==> src/hdl/bga_pkg.sv <==
package bga_pkg;

  // Built limits
  localparam int MaxLen   = 1024;
  localparam int MaxBand  = 256;
  localparam int Alphabet = 15;
  localparam int RowDepth = MaxBand + 3;

  // Field widths
  localparam int ReqW    = 2;
  localparam int LenW    = 11;
  localparam int SymW    = 4;
  localparam int TblW    = 16;
  localparam int BandW   = 12;
  localparam int ScoreW  = 32;
  localparam int CfgW    = 16;

  // Internal widths
  localparam int AccW     = 40;
  localparam int DiagW    = 14;
  localparam int RowIdxW  = $clog2(RowDepth);
  localparam int SeqAddrW = $clog2(MaxLen);
  localparam int TblAddrW = 2 * SymW;
  localparam int TblDepth = 1 << TblAddrW;
  localparam int CfgIdxW  = 1;

  localparam logic signed [AccW-1:0] NegFloor = -40'sd999999999;

  typedef enum logic [ReqW-1:0] {
    REQ_TABLE  = 2'd0,
    REQ_LOAD_A = 2'd1,
    REQ_LOAD_B = 2'd2,
    REQ_START  = 2'd3
  } req_type_e;

  typedef enum logic [CfgIdxW-1:0] {
    CFG_GAP_OPEN   = 1'b0,
    CFG_GAP_EXTEND = 1'b1
  } cfg_idx_e;

  typedef struct packed {
    logic [ReqW-1:0]         req_type;
    logic [LenW-1:0]         position;
    logic [SymW-1:0]         symbol;
    logic [SymW-1:0]         table_row;
    logic [SymW-1:0]         table_col;
    logic signed [TblW-1:0]  table_value;
    logic [LenW-1:0]         len_a;
    logic [LenW-1:0]         len_b;
    logic signed [BandW-1:0] band_low;
    logic signed [BandW-1:0] band_high;
  } req_t;

  typedef struct packed {
    logic signed [ScoreW-1:0] score;
    logic                     status;
  } result_t;

  // Clamped band and length check
  typedef struct packed {
    logic                     oversize;
    logic signed [DiagW-1:0]  low;
    logic signed [DiagW-1:0]  up;
    logic signed [DiagW-1:0]  band;
  } clamp_t;

  // Operands of one matrix cell
  typedef struct packed {
    logic signed [AccW-1:0] sk;
    logic signed [AccW-1:0] s1;
    logic signed [AccW-1:0] g1;
    logic signed [AccW-1:0] cprev;
    logic signed [AccW-1:0] e;
    logic signed [AccW-1:0] sub;
    logic signed [AccW-1:0] g;
    logic signed [AccW-1:0] h;
    logic signed [AccW-1:0] m;
    logic                   first;
    logic                   col_ok;
  } cell_in_t;

  typedef struct packed {
    logic signed [AccW-1:0] c;
    logic signed [AccW-1:0] d;
    logic signed [AccW-1:0] e;
  } cell_out_t;

endpackage

==> src/hdl/bga_cell.sv <==
module bga_cell (
  input  bga_pkg::cell_in_t  cell_i,
  output bga_pkg::cell_out_t cell_o
);

  logic signed [bga_pkg::AccW-1:0] c_up, d_up, d_v, diag, e_gen, e_a, e_b;
  logic signed [bga_pkg::AccW-1:0] best_de, c_v, e_v;

  // Evaluate one Gotoh cell: vertical gap, horizontal gap, diagonal
  always_comb begin
    c_up  = cell_i.s1 - cell_i.m;
    d_up  = cell_i.g1 - cell_i.h;
    d_v   = (c_up > d_up) ? c_up : d_up;
    diag  = cell_i.sk + cell_i.sub;
    e_a   = cell_i.cprev - cell_i.m;
    e_b   = cell_i.e - cell_i.h;
    e_gen = (e_a > e_b) ? e_a : e_b;
    best_de = (e_gen > d_v) ? e_gen : d_v;
    if (cell_i.first) begin
      // leftmost cell of a row has no horizontal gap
      c_v = (!cell_i.col_ok || (d_v > diag)) ? d_v : diag;
      e_v = c_v - cell_i.g;
    end else begin
      c_v = ((diag < d_v) || (diag < e_gen)) ? best_de : diag;
      e_v = e_gen;
    end
  end

  assign cell_o.c = c_v;
  assign cell_o.d = d_v;
  assign cell_o.e = e_v;

endmodule
==> config.mk <==
export PLATFORM = sky130hd
export DESIGN_NAME = bga_cell
export DESIGN_NICKNAME = d
export VERILOG_FILES = /design/src/hdl/bga_pkg.sv /design/src/hdl/bga_cell.sv
export SDC_FILE = /design/constraint.sdc
export NUM_CORES = 1
export LEC_CHECK = 0
export BUFFER_PORTS_ARGS = -buffer_cell sky130_fd_sc_hd__buf_2
export CORE_AREA = 2 2 187 189
export DETAILED_ROUTE_END_ITERATION = 7
export DIE_AREA = 0 0 189 191
export PLACE_DENSITY = 0.84
export SLEW_MARGIN = 20
export SYNTH_ARGS = -nofsm -noshare
export SYNTH_HDL_FRONTEND = slang
export SYNTH_SLANG_ARGS = --single-unit
==> constraint.sdc <==
create_clock -name vclk -period 50.1
set_input_delay 7.515 -clock vclk [all_inputs]
set_output_delay 7.515 -clock vclk [all_outputs]
set_load 0.02 [all_outputs]
== Word-level counts from Yosys, hierarchy flattened ==
Index checks and enable logic that the tools add are counted.

* Input bits: 362
* Logic and storage cells: 22
* Output and inout port bits: 120
* Bits in registers: 0

* Reductions and logical operators: 3
* Muxes and demuxes: 7
* Add/sub/neg operators: 6
* $lt $le $gt $ge: 6

{| class="wikitable"
|+ Operators by type and width
! kind !! count
|-
| 40-bit 2-to-1 mux || 7
|-
| 40-bit subtractor || 5
|-
| 40-bit greater-than comparator || 4
|-
| 40-bit less-than comparator || 2
|-
| 40-bit adder || 1
|-
| 1-bit logical OR || 2
|-
| 1-bit logical NOT || 1
|}

== Depth between registers and ports, before layout ==
Gate-level depths: netlist (run 1).

* Depth after elaboration: 8
* Gate-level depth with buffers: 67
* Depth with buffers taken out: 64

== Least setup slack after synthesis (run 1) ==
No wires, ideal clock.

* Path type: input port to output port
* Start: input cell_i[242] in the netlist's numbering
* End: output cell_o[38] in the netlist's numbering
* Data arrival time: 19.329 ns
* Path slack: 23.256 ns
* Cell stages on the path: 65
* Required time: 42.585 ns
* Cell sequence: inv_1 ha_1 fa_1 nand2b_1 a21oi_1 o2111a_1 o21ai_0 a21oi_1 o21ai_0 a21oi_1 o21ai_0 a21boi_0 o21a_1 nor3_1 o31ai_1 a21oi_1 xor2_1 ha_1 (+29 left out) nor2b_1 o21ai_0 a21boi_0 o21ai_0 a21boi_0 o21ai_0 a21boi_0 o31a_1 o41ai_1 o41ai_1 a41o_1 o31ai_1 o21ai_0 o41ai_1 o21ai_0 xor2_1 nor2_1 a21oi_1

{| class="wikitable"
|+ RTL lines
! what !! line !! source
|-
| from (decl) || bga_cell.sv:2 || <nowiki>input bga_pkg::cell_in_t cell_i,</nowiki>
|-
| to (decl) || bga_cell.sv:3 || <nowiki>output bga_pkg::cell_out_t cell_o</nowiki>
|}

==> results of run 1 <==
layout by cell type, fill, tap and decap left out, types with 12 or more instances in the layout:
| cell | instances |
|---|---|
| nand3_1 | 51 |
| nor2_1 | 207 |
| o21bai_1 | 36 |
| a2bb2oi_1 | 14 |
| ha_1 | 423 |
| nor2b_1 | 53 |
| nand2b_1 | 53 |
| mux2i_1 | 54 |
| a21o_1 | 115 |
| buf_4 | 12 |
| o221ai_1 | 15 |
| nor3_1 | 32 |
| a211oi_1 | 28 |
| or3_1 | 17 |
| inv_1 | 331 |
| nand2_1 | 160 |
| a211o_1 | 17 |
| buf_2 | 482 |
| xnor2_1 | 148 |
| a31oi_1 | 17 |
| and3_1 | 24 |
| and2_1 | 15 |
| o21a_1 | 47 |
| mux2_1 | 24 |
| nand4_1 | 45 |
| xor2_1 | 70 |
| a21oi_1 | 331 |
| o21ai_0 | 184 |
how the worst max path moves through the flow:
stage	cells past startpoint	endpoint	startpoint
final	56	cell_o[38]	cell_i[42]
after global routing	56	cell_o[38]	cell_i[42]
after CTS	56	cell_o[38]	cell_i[42]
after detailed placement	56	cell_o[38]	cell_i[42]
after global placement	59	cell_o[38]	cell_i[42]
after floorplan	65	cell_o[38]	cell_i[242]
layer usage:
layer / vias to the layer above / global-route usage [%] / part of all wire, %
met5: - / 0 / 0
met4: 0 / 16.4 / 4.7
li1: 10800 / - / -
met3: 190 / 3.97 / 9.0
met2: 1272 / 68.0 / 45
met1: 10500 / 52.3 / 42
final cells by class:
type,count,area [µm²],share of cell area [%]
Antenna cell,1,2.50,0.0114
Inverter,332,1250,5.67
Multi-Input combinational cell,2366,17600,80.3
Tap cell,455,569,2.59
Timing Repair Buffer,495,2520,11.5
cells by family (layout without fill, tap and decap cells):
kind of cell,count (synthesis),in the layout,synth area share (%)
adders and majority gates,436,436,28.7
xor gates and xnor gates,219,219,10.1
AOI/OAI and AO/OA,927,927,30.8
other,0,1,0
muxes,88,88,4.90
and+or+nand+nor,696,696,17.6
buffers and inverters,394,827,7.86
critical path, delay by kind of cell:
| kind | cells | cell delay (ns) |
|---|---|---|
| mux | 3 | 0.94 |
| buf+inv | 6 | 1.60 |
| xor+xnor | 2 | 0.49 |
| compound gates | 30 | 7.94 |
| fa+ha+maj | 7 | 2.03 |
| simple gates | 8 | 1.08 |
power by group:
| part | internal (mW) | switching, mW |
|---|---|---|
| Combinational | 0.512 | 0.898 |
| Clock | 0.00000000267 | 0 |
| Sequential | 0 | 0 |
| Total | 0.512 | 0.898 |
per-stage QoR:
stage                     total power, mW  std cells
after floorplan                     0.960       2760
after global placement               1.34       3647
after detailed placement             1.36       3647
after CTS                            1.37       3647
after global routing                 1.52       3649
final                                1.41       3649
==> metrics.md, run 1 <==
| Metric | Value |
|---|---|
| Initial antenna violation count | 1 |
| Min Tclk post-route | 29.17 ns |
| CP max FO | 45 |
| Final #Nets | 3986 |
| All-Layer GR Usage | 40.3% |
| Gate Count Post-Synth | 2760 |
| Status | complete, no violations |
| Net Count, Synth | 3551 |
| Die Height | 191 µm |
| Number of flip-flops and latches | 0 |
| Row cnt | 68 |
| Top post-synthesis cells by count | ha_1, a21oi_1, inv_1 |
| Worst slack, placed | 20.89 ns |
| Crit path launch type | input pin |
| Die area | 36100 µm² |
| Port Buf Inserts | 482 |
| Core area | 34100 µm² |
| Leakage dissipation | 11.9 nW |
| RSZ-0062 raised after global routing | no |
| Hold Path Stages | 4 |
| Worst hold path class | input pin to output pin |
| Final HPWL DP | 67000 µm |
| Largest net degree at the start of global routing | 65 |
| Fin Hold WS | 15.46 ns |
| Top-Level Pins | 482 |
| Final Max Tran Viols | 0 |
| Final worst setup slack | 20.93 ns |
| DR vias | 22800 |
| Gp weighted congestion | 1.05 |
| Top-count cell post-synth | ha_1 |
| Fmax | 34.3 MHz |
| Hold Path Sink | cell_o[0] |
| WL per Instance | 21.0 µm |
| Setup Buffers After CTS | 0 |
| First-pass GRT wire length | 115000 µm |
| Top cell type's share of synthesized area | 27.7% |
| Netlist cell types | 78 |
| Placed Area | 21900 µm² |
| HP Start | cell_i[82] |
| Total grt overflow | 0 |
| Count of final hold-check violations | 0 |
| Peak VDD IR | 0.0515 mV |
| Slew @ Worst Pin | 1.13 ns |
| WS Path Type | input pin to output pin |
| Layout fillers | 3194 |
| Reg area | 0 µm² |
| Initial Utilization | 56.0% |
| Number of iterations in the first detailed-routing pass | 7 |
| Slowest stage delay, CP | 0.73 ns |
| Sequential element share of the synthesized area | 0% |
| Vias/cell | 6.25 |
| Max stage delay cell, worst path | o41ai_1 |
| Synth-to-Final Area Change | 14.9% |
| Final setup viols | 0 |
| Vias in the first global route | 21700 |
| Max-Cap Viols | 0 |
| CLK BUF | 0 |
| Post-Layout Inst Area | 22000 µm² |
| WL final | 76700 µm |
| Setup_tns | 0 ns |
| Cell mode on critical path | o21ai_0 |
| Die Wd | 189 µm |
| Slew HR | 24.0% |
| DRT iter0 DRCs | 1993 |
| Post-route ant nets | 0 |
| Yosys top cell by area | ha_1 |
| Top cells by area, synth | ha_1, a21oi_1, xnor2_1, inv_1, o21ai_0 |
| Warning count from the yosys run | 0 |
| Final period util | 58.2% |
| Synthesized cell area | 19100 µm² |
| WP data required | 42.59 ns |
| Util after Layout | 64.4% |
| PwrDens | 64.2 nW/µm² |
| Post-CTS Hold Buffers | 0 |
| CP Capture Type | output pin |
| Remaining DRCs | 0 |
| CP Data Arrival Time | 21.66 ns |
| Share of layout cells above drive strength 1 | 16.7% |
| Resize count post-CTS | 0 |
| Mean Syn Cell Area | 6.92 µm² |
Power figures use the tool's default switching activity.
==> inputs of run 2 (changes only) <==
--- a/config.mk
+++ b/config.mk
@@ -6,10 +6,10 @@
 export NUM_CORES = 1
 export LEC_CHECK = 0
 export BUFFER_PORTS_ARGS = -buffer_cell sky130_fd_sc_hd__buf_2
-export CORE_AREA = 2 2 187 189
+export CORE_MARGIN = 2
+export CORE_UTILIZATION = 52
 export DETAILED_ROUTE_END_ITERATION = 7
-export DIE_AREA = 0 0 189 191
-export PLACE_DENSITY = 0.84
+export PLACE_DENSITY = 0.81
 export SLEW_MARGIN = 20
 export SYNTH_ARGS = -nofsm -noshare
 export SYNTH_HDL_FRONTEND = slang
==> constraint.sdc (replaced) <==
create_clock -name vclk -period 24
set_input_delay 3.6 -clock vclk [all_inputs]
set_output_delay 3.6 -clock vclk [all_outputs]
set_load 0.02 [all_outputs]
==> metrics.md, run 2 (same netlist as run 1, synthesis figures left out) <==
| Metric | Value |
|---|---|
| Status | complete, no violations |
| Final period util | 90.0% |
| Post-Layout Inst Area | 22000 µm² |
| CP max FO | 45 |
| Comb power frac | 100.0% |
| Post-route ant nets | 0 |
| Port Buf Inserts | 482 |
| Die Height | 196 µm |
| Cell mode on critical path | o21ai_0 |
| Max stage delay cell, worst path | a221oi_4 |
| Vias in the first global route | 21700 |
| Vias/cell | 6.24 |
| Worst slack, placed | 2.80 ns |
| WS Path Type | input pin to output pin |
| Hold Path Sink | cell_o[0] |
| CP Data Arrival Time | 17.99 ns |
| DRT iter0 DRCs | 1930 |
| Final setup viols | 0 |
| Core area | 36400 µm² |
| Number of iterations in the first detailed-routing pass | 6 |
| First-pass GRT wire length | 116000 µm |
| Most frequent cells in the layout | buf_2, ha_1, inv_1, a21oi_1, nor2_1 |
| Final worst setup slack | 2.41 ns |
| Final Max Tran Viols | 0 |
| N_diodes | 0 |
| Min Tclk post-route | 21.59 ns |
| Layout fillers | 3484 |
| All-Layer GR Usage | 37.9% |
| Row cnt | 70 |
| Crit path buffers/inverters | 4 |
| Die area | 38300 µm² |
| Initial Utilization | 52.4% |
| Critical path's top delay family | compound AO/OA/AOI/OAI gates |
| Slew HR | 24.7% |
| WL final | 77200 µm |
| Count of final hold-check violations | 0 |
| Leakage dissipation | 11.9 nW |
| Final HPWL DP | 67300 µm |
| Commonest non-fill, non-tap cell in the layout | buf_2 |
| Util after Layout | 60.3% |
| Sw Ratio | 63.5% |
| PwrDens | 133 nW/µm² |
| RSZ-0062 raised after global routing | no |
| WP data required | 20.40 ns |
| Setup Buffers After CTS | 0 |
| Reg area | 0 µm² |
| Clock power share | 0% |
| Post-CTS Hold Buffers | 0 |
| Crit path launch type | input pin |
| CP Capture Type | output pin |
| WL per Instance | 21.1 µm |
| Flop pwr share | 0% |
| Worst hold path class | input pin to output pin |
| Final #Nets | 3988 |
| Peak VDD IR | 0.0976 mV |
| Placed Area | 22000 µm² |
| Setup_tns | 0 ns |
| Resize count post-CTS | 0 |
| Hold Path Stages | 4 |
| CLK BUF | 0 |
| Synth-to-Final Area Change | 15.0% |
| Total grt overflow | 0 |
| Switching power | 1.86 mW |
| Fmax | 46.3 MHz |
| Pint | 1.07 mW |
| Max-Cap Viols | 0 |
| Number of flip-flops and latches | 0 |
| Initial antenna violation count | 0 |
| Slew @ Worst Pin | 1.13 ns |
| HP Start | cell_i[82] |
| Gp weighted congestion | 1.05 |
| DR vias | 22800 |
| Die Wd | 196 µm |
| Remaining DRCs | 0 |
| Share of layout cells above drive strength 1 | 16.7% |
| Slowest stage delay, CP | 0.96 ns |
| Largest net degree at the start of global routing | 63 |
| Top-Level Pins | 482 |
==> run 2: layout make-up <==
type | count | area (µm²) | share of cell area, %
Inverter | 332 | 1250 | 5.67
Multi-Input combinational cell | 2366 | 17600 | 80.2
Timing Repair Buffer | 497 | 2520 | 11.5
Tap cell | 468 | 586 | 2.66
==> run 2: routing by layer <==
metal | global-route usage (%) | wire length (µm)
met1 | 49.7 | 32700
met2 | 64.6 | 34600
met3 | 4.19 | 6790
met4 | 13.0 | 3100
met5 | 0 | 0
==> run 2: power groups by stage <==
| stage | clock network (mW) | registers (mW) | logic, mW |
|---|---|---|---|
| after detailed placement | 0 | 0 | 2.85 |
| after global routing | 0 | 0 | 3.15 |
| after CTS | 0 | 0 | 2.86 |
| final | 0 | 0 | 2.93 |
| after global placement | 0 | 0 | 2.81 |
| after floorplan | 0 | 0 | 2.00 |
==> run 2: worst max-delay path by stage <==
stage / startpoint / endpoint / cells past startpoint
after global placement: cell_i[42] / cell_o[38] / 58
after detailed placement: cell_i[42] / cell_o[38] / 59
final: cell_i[42] / cell_o[38] / 59
after floorplan: cell_i[242] / cell_o[38] / 65
after global routing: cell_i[42] / cell_o[38] / 60
after CTS: cell_i[42] / cell_o[38] / 59
==> run 2: stage by stage <==
| stage | hold WS (ns) | power, mW | std cells |
|---|---|---|---|
| final | 7.62 | 2.93 | 3663 |
| after global routing | 7.65 | 3.15 | 3663 |
| after CTS | 7.62 | 2.86 | 3663 |
| after detailed placement | 7.61 | 2.85 | 3663 |
| after global placement | 7.63 | 2.81 | 3663 |
| after floorplan | 7.45 | 2.00 | 2760 |
