## config.mk

```make
export PLATFORM = sky130hd
export DESIGN_NAME = bga_clamp
export DESIGN_NICKNAME = d
export VERILOG_FILES = /design/src/hdl/bga_pkg.sv /design/src/hdl/bga_clamp.sv
export SDC_FILE = /design/constraint.sdc
export NUM_CORES = 1
export LEC_CHECK = 0
export BUFFER_PORTS_ARGS = -buffer_cell sky130_fd_sc_hd__clkbuf_2
export CAP_MARGIN = 15
export CORE_ASPECT_RATIO = 1.5
export CORE_UTILIZATION = 55
export DETAILED_ROUTE_END_ITERATION = 6
export PLACE_DENSITY = 0.82
export SLEW_MARGIN = 20
export SYNTH_ARGS = -nofsm -noshare
export SYNTH_HDL_FRONTEND = slang
export SYNTH_SLANG_ARGS = --single-unit
```

## constraint.sdc

```tcl
create_clock -name vclk -period 11.46
set_input_delay 1.146 -clock vclk [all_inputs]
set_output_delay 1.146 -clock vclk [all_outputs]
set_load 0.01 [all_outputs]
```

## src/hdl/bga_pkg.sv

```systemverilog
package bga_pkg;

  // Built limits
  localparam int MaxLen   = 1024;
  localparam int MaxBand  = 256;
  localparam int Alphabet = 15;
  localparam int RowDepth = MaxBand + 3;

  // Field widths
  localparam int ReqW    = 2;
  localparam int LenW    = 11;
  localparam int SymW    = 4;
  localparam int TblW    = 16;
  localparam int BandW   = 12;
  localparam int ScoreW  = 32;
  localparam int CfgW    = 16;

  // Internal widths
  localparam int AccW     = 40;
  localparam int DiagW    = 14;
  localparam int RowIdxW  = $clog2(RowDepth);
  localparam int SeqAddrW = $clog2(MaxLen);
  localparam int TblAddrW = 2 * SymW;
  localparam int TblDepth = 1 << TblAddrW;
  localparam int CfgIdxW  = 1;

  localparam logic signed [AccW-1:0] NegFloor = -40'sd999999999;

  typedef enum logic [ReqW-1:0] {
    REQ_TABLE  = 2'd0,
    REQ_LOAD_A = 2'd1,
    REQ_LOAD_B = 2'd2,
    REQ_START  = 2'd3
  } req_type_e;

  typedef enum logic [CfgIdxW-1:0] {
    CFG_GAP_OPEN   = 1'b0,
    CFG_GAP_EXTEND = 1'b1
  } cfg_idx_e;

  typedef struct packed {
    logic [ReqW-1:0]         req_type;
    logic [LenW-1:0]         position;
    logic [SymW-1:0]         symbol;
    logic [SymW-1:0]         table_row;
    logic [SymW-1:0]         table_col;
    logic signed [TblW-1:0]  table_value;
    logic [LenW-1:0]         len_a;
    logic [LenW-1:0]         len_b;
    logic signed [BandW-1:0] band_low;
    logic signed [BandW-1:0] band_high;
  } req_t;

  typedef struct packed {
    logic signed [ScoreW-1:0] score;
    logic                     status;
  } result_t;

  // Clamped band and length check
  typedef struct packed {
    logic                     oversize;
    logic signed [DiagW-1:0]  low;
    logic signed [DiagW-1:0]  up;
    logic signed [DiagW-1:0]  band;
  } clamp_t;

  // Operands of one matrix cell
  typedef struct packed {
    logic signed [AccW-1:0] sk;
    logic signed [AccW-1:0] s1;
    logic signed [AccW-1:0] g1;
    logic signed [AccW-1:0] cprev;
    logic signed [AccW-1:0] e;
    logic signed [AccW-1:0] sub;
    logic signed [AccW-1:0] g;
    logic signed [AccW-1:0] h;
    logic signed [AccW-1:0] m;
    logic                   first;
    logic                   col_ok;
  } cell_in_t;

  typedef struct packed {
    logic signed [AccW-1:0] c;
    logic signed [AccW-1:0] d;
    logic signed [AccW-1:0] e;
  } cell_out_t;

endpackage

```

## src/hdl/bga_clamp.sv

```systemverilog
module bga_clamp (
  input  logic [bga_pkg::LenW-1:0]         len_a_i,
  input  logic [bga_pkg::LenW-1:0]         len_b_i,
  input  logic signed [bga_pkg::BandW-1:0] band_low_i,
  input  logic signed [bga_pkg::BandW-1:0] band_high_i,
  output bga_pkg::clamp_t                  clamp_o
);

  logic signed [bga_pkg::DiagW-1:0] ms, ns, nm, neg_m, bl, bh;
  logic signed [bga_pkg::DiagW-1:0] lo_a, lo_b, lo_v, hi_a, hi_b, up_v;

  // Widen operands
  assign ms = $signed({{(bga_pkg::DiagW-bga_pkg::LenW){1'b0}}, len_a_i});
  assign ns = $signed({{(bga_pkg::DiagW-bga_pkg::LenW){1'b0}}, len_b_i});
  assign bl = {{(bga_pkg::DiagW-bga_pkg::BandW){band_low_i[bga_pkg::BandW-1]}}, band_low_i};
  assign bh = {{(bga_pkg::DiagW-bga_pkg::BandW){band_high_i[bga_pkg::BandW-1]}}, band_high_i};
  assign nm    = ns - ms;
  assign neg_m = -ms;

  // Keep diagonal 0 and the end diagonal inside the band, stay in the matrix
  always_comb begin
    lo_a = (bl > neg_m) ? bl : neg_m;
    lo_b = (nm < 0) ? nm : '0;
    lo_v = (lo_a < lo_b) ? lo_a : lo_b;
    hi_a = (bh < ns) ? bh : ns;
    hi_b = (nm > 0) ? nm : '0;
    up_v = (hi_a > hi_b) ? hi_a : hi_b;
  end

  assign clamp_o.oversize = (len_a_i > bga_pkg::LenW'(bga_pkg::MaxLen)) ||
                            (len_b_i > bga_pkg::LenW'(bga_pkg::MaxLen));
  assign clamp_o.low  = lo_v;
  assign clamp_o.up   = up_v;
  assign clamp_o.band = up_v - lo_v + $signed(bga_pkg::DiagW'(1));

endmodule

```

# == After elaboration in Yosys (flattened, before gate mapping) ==
# Cells that the tools add are included.
# W data, S select, Z words.
# classes
n_addsub,4
order_cmp,8
mux,6
reduce_logical,1
# ops
operator,count
$mux W14,6
$gt A11 B11 Y1 const B,2
$add A14 B2 Y14 const B,1
$gt A12 B14 Y1,1
$gt A14 B14 Y1,1
$lt A14 B14 Y1,1
$neg A11 Y14,1
$sub A14 B14 Y14,1
$gt A12 B1 Y1 const B,1
$lt A12 B1 Y1 const B,1
$lt A12 B12 Y1,1
$sub A11 B11 Y12,1
$logic_or A1 B1 Y1,1
# totals
regBits,0
in_bits,46

# == Depth between registers and ports, before layout ==
# Gate-level depths: netlist (run 1).
# depth
word_depth,7
ltp_mapped,47
ltp_nobuf,45

# == Least setup slack after synthesis (run 1) ==
# OpenSTA, ideal clock, no wires.
# synth_timing
path_type,input to output
from,in len_b_i[1] (netlist name)
to,out clamp_o[13] (netlist name)
arrival_ns,9.067
required_time_ns,10.314
setup_slack_ns,1.247
stages,46
path_cell_list,inv_1 ha_1 a21o_1 a21o_1 a21o_1 a21o_1 a21o_1 a21o_1 a21oi_1 nor2b_1 o21ai_0 nand2b_1 a211o_1 ha_1 clkbuf_1 mux2_2 ha_1 o21a_1 [10 not listed] a31oi_1 ha_1 inv_1 ha_1 inv_1 fa_1 nor2b_1 o21ai_0 a21boi_0 o21ai_0 a21boi_0 o21ai_0 a21boi_0 o21ai_0 a21oi_1 xnor2_1 xnor2_1 xnor2_1
# synth_rtl
item,line,rtl
from (decl),bga_clamp.sv:3,"input logic [bga_pkg::LenW-1:0] len_b_i,"
to (decl),bga_clamp.sv:6,output bga_pkg::clamp_t clamp_o

==> tab_implementation.tex, run 1 <==
\begin{tabular}{lr}
\hline
Metric & Value \\
\hline
\multicolumn{2}{l}{\textbf{Synthesis}} \\
Cell area after technology mapping & 3610 sq um \\
Post-Synthesis Cells & 477 \\
Total number of yosys warnings & 0 \\
Net count after synthesis & 607 \\
Average instance area after synthesis & 7.56 sq um \\
Number of distinct standard cells referenced by the synthesized netlist & 58 \\
Proportion of synthesized chip area in sequential cells & 0 \\
\multicolumn{2}{l}{\textbf{Timing}} \\
Final hold violation count & 0 \\
Max-Slew Margin vs Limit & 0.451 \\
Final Critical Period & 10.71 ns \\
Timing-limited maximum frequency & 93.3 MHz \\
Tcrit/Tclk final & 0.935 \\
Slew Viols, Final & 0 \\
Final setup violation count & 0 \\
Transition at the pin with the smallest max-transition slack & 0.818 ns \\
\multicolumn{2}{l}{\textbf{Job}} \\
Number of max-capacitance violations reported & 0 \\
\multicolumn{2}{l}{\textbf{Status}} \\
Outcome & complete, no violations \\
\multicolumn{2}{l}{\textbf{Critical path}} \\
Critical path's largest stage delay & 0.39 ns \\
Critical-path top delay cell & fa\_1 \\
Startpoint types & primary input \\
CP required & 10.31 ns \\
Critical path buffers and inverters & 5 \\
Arrival time reported for the critical path endpoint & 9.57 ns \\
Setup crit end kind & output port \\
Crit-path max FO & 11 \\
Worst Path Class, Setup & in2out \\
Family of cells with the greatest summed delay on the critical path & compound AO/OA/AOI/OAI gates \\
\multicolumn{2}{l}{\textbf{Worst hold path}} \\
Endpoint of the worst hold-timing path & clamp\_o[42] \\
Min-Delay Path Class & in2out \\
Number of cells traversed by the worst hold path & 4 \\
Startpoint of the most critical hold path & len\_a\_i[10] \\
\multicolumn{2}{l}{\textbf{Placement}} \\
Placed cell count & 631 \\
Port bufs & 89 \\
Routability congestion estimate from global placement & 0.959 \\
Total cell area at the placement stage & 4120 sq um \\
HPWL after detailed placement & 9080 microns \\
\multicolumn{2}{l}{\textbf{Floorplanning}} \\
Floorplan die height & 101 microns \\
Number of placement rows & 35 \\
Io pins & 89 \\
Die ar. & 6890 sq um \\
Placeable core region & 6220 sq um \\
Starting density of the core & 0.580 \\
Horizontal extent of the die & 68.1 microns \\
\multicolumn{2}{l}{\textbf{Final layout}} \\
Clock buffer instance count of the final layout & 0 \\
Count of filler cells inserted in the layout & 541 \\
Layout Nets & 698 \\
Count of non-filler cells in the finished layout & 640 \\
Most used cells in the layout excluding fill and tap cells & clkbuf\_2 (89), ha\_1 (81), inv\_1 (63) \\
End-of-flow core utilization & 0.681 \\
Syn-to-layout area delta & 17.4\% \\
Count of sequential standard cells & 0 \\
Most frequent standard cell in the layout excluding fill and tap cells & clkbuf\_2 \\
Share of cells above drive strength 1 & 0.261 \\
Sequential cell area & 0 sq um \\
Post-route standard cell area excluding fillers & 4240 sq um \\
Antenna diode instance count & 0 \\
Area of combinational cells with multiple inputs & 3370 sq um \\
\multicolumn{2}{l}{\textbf{Global routing}} \\
Remaining Overflow, GRT & 0 \\
Initial antenna violation count & 0 \\
First-pass GRT wire length & 17100 microns \\
GRT Resource Usage Total & 0.319 \\
Number of global-route vias before repair & 3836 \\
Pin count of the biggest net entering global routing & 21 \\
\multicolumn{2}{l}{\textbf{Detailed routing}} \\
Routed wire length per instance & 16.8 microns \\
Post-detailed-routing wire length & 10800 microns \\
Detail-routed via count per cell & 6.01 \\
First-pass iteration count of the detailed router & 4 \\
Detailed-route via count & 3845 \\
DRC violation count after routing & 0 \\
Routed Antenna Nets & 0 \\
First DRT Iteration DRCs & 186 \\
\multicolumn{2}{l}{\textbf{Power and ir drop}} \\
Static Leakage & 2.30 nW \\
Power per standard cell area & 142 nW/um\^{}2 \\
Overall power of the completed layout & 0.602 mW \\
Peak ir drop on the vdd network & 0.152 mV \\
\hline
\end{tabular}
how the worst max path moves through the flow:
stage / from / end / slack (ns) / depth (start not counted)
6_report: len_b_i[1] / clamp_o[13] / 0.75 / 47
5_1_grt: len_a_i[1] / clamp_o[13] / -0.01 / 43
4_1_cts: len_b_i[1] / clamp_o[13] / 0.50 / 47
3_5_place_dp: len_b_i[1] / clamp_o[13] / 0.55 / 47
3_3_place_gp: len_b_i[1] / clamp_o[13] / 0.60 / 47
2_1_floorplan: len_b_i[1] / clamp_o[13] / 1.25 / 46
report_power, final:
| part | internal [mW] | switching, mW |
|---|---|---|
| Sequential | 0 | 0 |
| Combinational | 0.278 | 0.323 |
| Clock | 0 | 0 |
| Total | 0.278 | 0.323 |
kinds of logic (layout without fill, tap and decap cells):
logic type	Yosys count	after routing	share of synthesized area
xor gates and xnor gates	27	27	0.0694
adders and majority gates	86	86	0.301
muxes	48	48	0.153
and+or+nand+nor	131	131	0.189
AOI/OAI and AO/OA	108	109	0.202
buffers and inverters	77	165	0.0850
synth_stat cells (8+ instances only):
cell type | count | share of area
mux2i_1 | 21 | 0.058
mux2_4 | 9 | 0.037
ha_1 | 82 | 0.28
o21ai_0 | 22 | 0.031
xnor2_1 | 23 | 0.056
clkbuf_1 | 8 | 0.0083
nor2b_1 | 12 | 0.021
nor2_1 | 34 | 0.035
a21oi_1 | 25 | 0.035
a21o_1 | 14 | 0.029
mux2_2 | 17 | 0.053
nand2_1 | 33 | 0.034
o21a_1 | 10 | 0.021
inv_1 | 63 | 0.066
a31o_2 | 8 | 0.019
metrics by stage:
| step | setup WS (ns) | hold WS [ns] | setup TNS, ns |
|---|---|---|---|
| finish | 0.746 | 2.80 | 0 |
| floorplan | 1.25 | 2.51 | 0 |
| detailed placement | 0.548 | 2.77 | 0 |
| global placement | 0.603 | 2.75 | 0 |
| global route | -0.0132 | 2.84 | -0.0132 |
| CTS | 0.497 | 2.77 | 0 |
area by class of cell:
cell class | instances | share of cell area
Multi-Input combinational cell | 401 | 0.795
Timing Repair Buffer | 101 | 0.126
Inverter | 64 | 0.0567
Tap cell | 74 | 0.0219
layer usage:
layer / global-route usage / vias up / wire (microns)
li1: - / 1898 / -
met1: 0.331 / 1782 / 4210
met2: 0.600 / 122 / 5680
met3: 0.0450 / 43 / 406
met4: 0.149 / 0 / 464
met5: 0 / - / 0
what timing repair did:
action | in CTS | in global routing
hold buffers | 0 | 0
gates resized for setup | 0 | 9
setup buffers | 0 | 8
endpoints found under the setup margin | 0 | 2
(Power assumes the default switching activity.)
==> run 2, diff against run 1 <==
==> constraint.sdc (replaced) <==
create_clock -name vclk -period 12.6
set_input_delay 1.26 -clock vclk [all_inputs]
set_output_delay 1.26 -clock vclk [all_outputs]
set_load 0.01 [all_outputs]
==> tab_implementation.tex, run 2 (same netlist as run 1, synthesis figures left out) <==
\begin{tabular}{lr}
\hline
Metric & Value \\
\hline
\multicolumn{2}{l}{\textbf{Placement}} \\
Port bufs & 89 (unchanged) \\
Minimum setup slack after placement & 1.11 ns (+0.565 ns) \\
Routability congestion estimate from global placement & 0.909 (-5.2\%) \\
HPWL after detailed placement & 9030 microns (-0.56\%) \\
Placed cell count & 629 (-0.32\%) \\
Total cell area at the placement stage & 4100 sq um (-0.58\%) \\
\multicolumn{2}{l}{\textbf{Final layout}} \\
Count of sequential standard cells & 0 (unchanged) \\
Layout Nets & 687 (-1.6\%) \\
Most frequent standard cell in the layout excluding fill and tap cells & clkbuf\_2 \\
Post-route standard cell area excluding fillers & 4100 sq um (-3.2\%) \\
Clock buffer instance count of the final layout & 0 (unchanged) \\
Share of cells above drive strength 1 & 0.240 (-0.0218) \\
Count of non-filler cells in the finished layout & 629 (-1.7\%) \\
Count of filler cells inserted in the layout & 539 (-0.37\%) \\
Syn-to-layout area delta & 13.6\% \\
Sequential cell area & 0 sq um (unchanged) \\
Antenna diode instance count & 0 (unchanged) \\
Most used cells in the layout excluding fill and tap cells & clkbuf\_2 (89), ha\_1 (82), inv\_1 (63) \\
\multicolumn{2}{l}{\textbf{Global routing}} \\
Remaining Overflow, GRT & 0 (unchanged) \\
Pin count of the biggest net entering global routing & 26 (+24\%) \\
Initial antenna violation count & 0 (unchanged) \\
GRT Resource Usage Total & 0.308 (-0.0107) \\
Number of global-route vias before repair & 3877 (+1.1\%) \\
First-pass GRT wire length & 16700 microns (-2.7\%) \\
\multicolumn{2}{l}{\textbf{Power and ir drop}} \\
Clock network power share & 0 (unchanged) \\
Static Leakage & 2.25 nW (-2.5\%) \\
Reported net switching power & 0.286 mW (-12\%) \\
Power per standard cell area & 128 nW/um\^{}2 (-9.9\%) \\
Peak ir drop on the vdd network & 0.151 mV (-0.11\%) \\
Part of the total power dissipated in sequential elements & 0 (unchanged) \\
Switching part of the total power & 0.545 (+0.00720) \\
Int Power & 0.239 mW (-14\%) \\
Combinational share of power & 1.000 (about the same) \\
\multicolumn{2}{l}{\textbf{Worst hold path}} \\
Min-Delay Path Class & in2out \\
Endpoint of the worst hold-timing path & clamp\_o[42] \\
Number of cells traversed by the worst hold path & 4 (unchanged) \\
Startpoint of the most critical hold path & len\_a\_i[10] \\
\multicolumn{2}{l}{\textbf{Critical path}} \\
Worst Path Class, Setup & in2out \\
CP required & 11.34 ns (+1.03 ns) \\
Critical path's largest stage delay & 0.56 ns (+0.17 ns) \\
Setup crit end kind & output port \\
Crit-path max FO & 25 (+14) \\
Startpoint types & primary input \\
Arrival time reported for the critical path endpoint & 10.30 ns (+0.73 ns) \\
Critical-path top delay cell & mux2i\_2 \\
\multicolumn{2}{l}{\textbf{Job}} \\
Number of max-capacitance violations reported & 0 (unchanged) \\
\multicolumn{2}{l}{\textbf{Detailed routing}} \\
Post-detailed-routing wire length & 10400 microns (-3.4\%) \\
First-pass iteration count of the detailed router & 4 (unchanged) \\
First DRT Iteration DRCs & 230 (+24\%) \\
Routed wire length per instance & 16.5 microns (-1.7\%) \\
Routed Antenna Nets & 0 (unchanged) \\
Detailed-route via count & 3841 (-0.10\%) \\
DRC violation count after routing & 0 (unchanged) \\
Detail-routed via count per cell & 6.11 (+1.6\%) \\
\multicolumn{2}{l}{\textbf{Floorplanning}} \\
Io pins & 89 (unchanged) \\
Horizontal extent of the die & 68.1 microns (unchanged) \\
Floorplan die height & 101 microns (unchanged) \\
Placeable core region & 6220 sq um (unchanged) \\
Starting density of the core & 0.580 (unchanged) \\
Number of placement rows & 35 (unchanged) \\
Die ar. & 6890 sq um (unchanged) \\
\multicolumn{2}{l}{\textbf{Timing}} \\
Max-Slew Margin vs Limit & 0.482 (+0.0308) \\
Final hold violation count & 0 (unchanged) \\
Transition at the pin with the smallest max-transition slack & 0.769 ns (-0.0484 ns) \\
Slew Viols, Final & 0 (unchanged) \\
Tcrit/Tclk final & 0.917 \\
Timing-limited maximum frequency & 86.5 MHz \\
Final setup violation count & 0 (unchanged) \\
Total Neg Setup Slack & 0 ns (unchanged) \\
Final Critical Period & 11.56 ns \\
RSZ-0062 raised after global routing & no \\
Post-layout worst setup margin & 1.04 ns (+0.297 ns) \\
\multicolumn{2}{l}{\textbf{Clocking}} \\
Post-CTS resize count & 0 (unchanged) \\
CTS hold repair buffers & 0 (unchanged) \\
Number of post-CTS setup repair buffers & 0 (unchanged) \\
\multicolumn{2}{l}{\textbf{Status}} \\
Outcome & complete, no violations \\
\hline
\end{tabular}
run 2: cell types whose count changed in the layout (fill, tap and decap cells not counted):
cell      before  now
a221oi_2       1    0
mux2i_2        0    1
mux2i_4        1    0
ha_4           1    0
buf_4         12    2
nor4b_1        1    2
a21boi_0       4    7
o31ai_4        1    0
a221oi_1       0    1
nor4_1         6    7
a21boi_1       3    0
nor4b_2        1    0
nor4_2         1    0
ha_1          81   82
run 2: through the flow:
step           hold WS (ns)  power [mW]  utilization
2_1_floorplan          2.74       0.370            -
3_3_place_gp           3.00       0.508        0.659
3_5_place_dp           3.00       0.521        0.659
4_1_cts                3.00       0.524        0.659
5_1_grt                3.06       0.581        0.659
6_report               3.03       0.525        0.659
run 2: cell type report:
| class | instances | area (sq um) | area share |
|---|---|---|---|
| multi-input combinational | 400 | 3310 | 0.806 |
| timing repair buffer | 91 | 460 | 0.112 |
| tap | 74 | 92.6 | 0.0226 |
| inverter | 64 | 240 | 0.0586 |
run 2: how the worst max path moves through the flow:
stage | start | to | slack (ns) | depth (start not counted)
3_3_place_gp | len_a_i[0] | clamp_o[13] | 1.40 | 44
4_1_cts | len_a_i[0] | clamp_o[13] | 1.12 | 44
6_report | len_a_i[0] | clamp_o[13] | 1.04 | 44
5_1_grt | len_a_i[0] | clamp_o[13] | 0.26 | 44
3_5_place_dp | len_a_i[0] | clamp_o[13] | 1.11 | 44
2_1_floorplan | len_b_i[1] | clamp_o[13] | 2.16 | 46
run 2: metal layers:
metal  global-route usage  routed length, microns  part of all wire  vias to the layer above
met5                    0                       0                 0                        -
met4                0.189                     672             0.065                        0
met3               0.0304                     562             0.054                       42
met2                0.560                    5260              0.51                      138
met1                0.326                    3910              0.38                     1778
li1                     -                       -                 -                     1883
run 2: power groups by stage:
stage               registers (mW)  clock network (mW)  logic [mW]
finish                           0                   0       0.525
global route                     0                   0       0.581
CTS                              0                   0       0.524
detailed placement               0                   0       0.521
global placement                 0                   0       0.508
floorplan                        0                   0       0.370
run 2: critical path, delay by kind of cell:
family                     cells  cell delay, ns
AOI/OAI and AO/OA             18            3.28
adders and majority gates      7            2.06
muxes                          3            1.42
buffers and inverters          8            0.96
and+or+nand+nor                4            0.73
xor gates and xnor gates       4            0.56
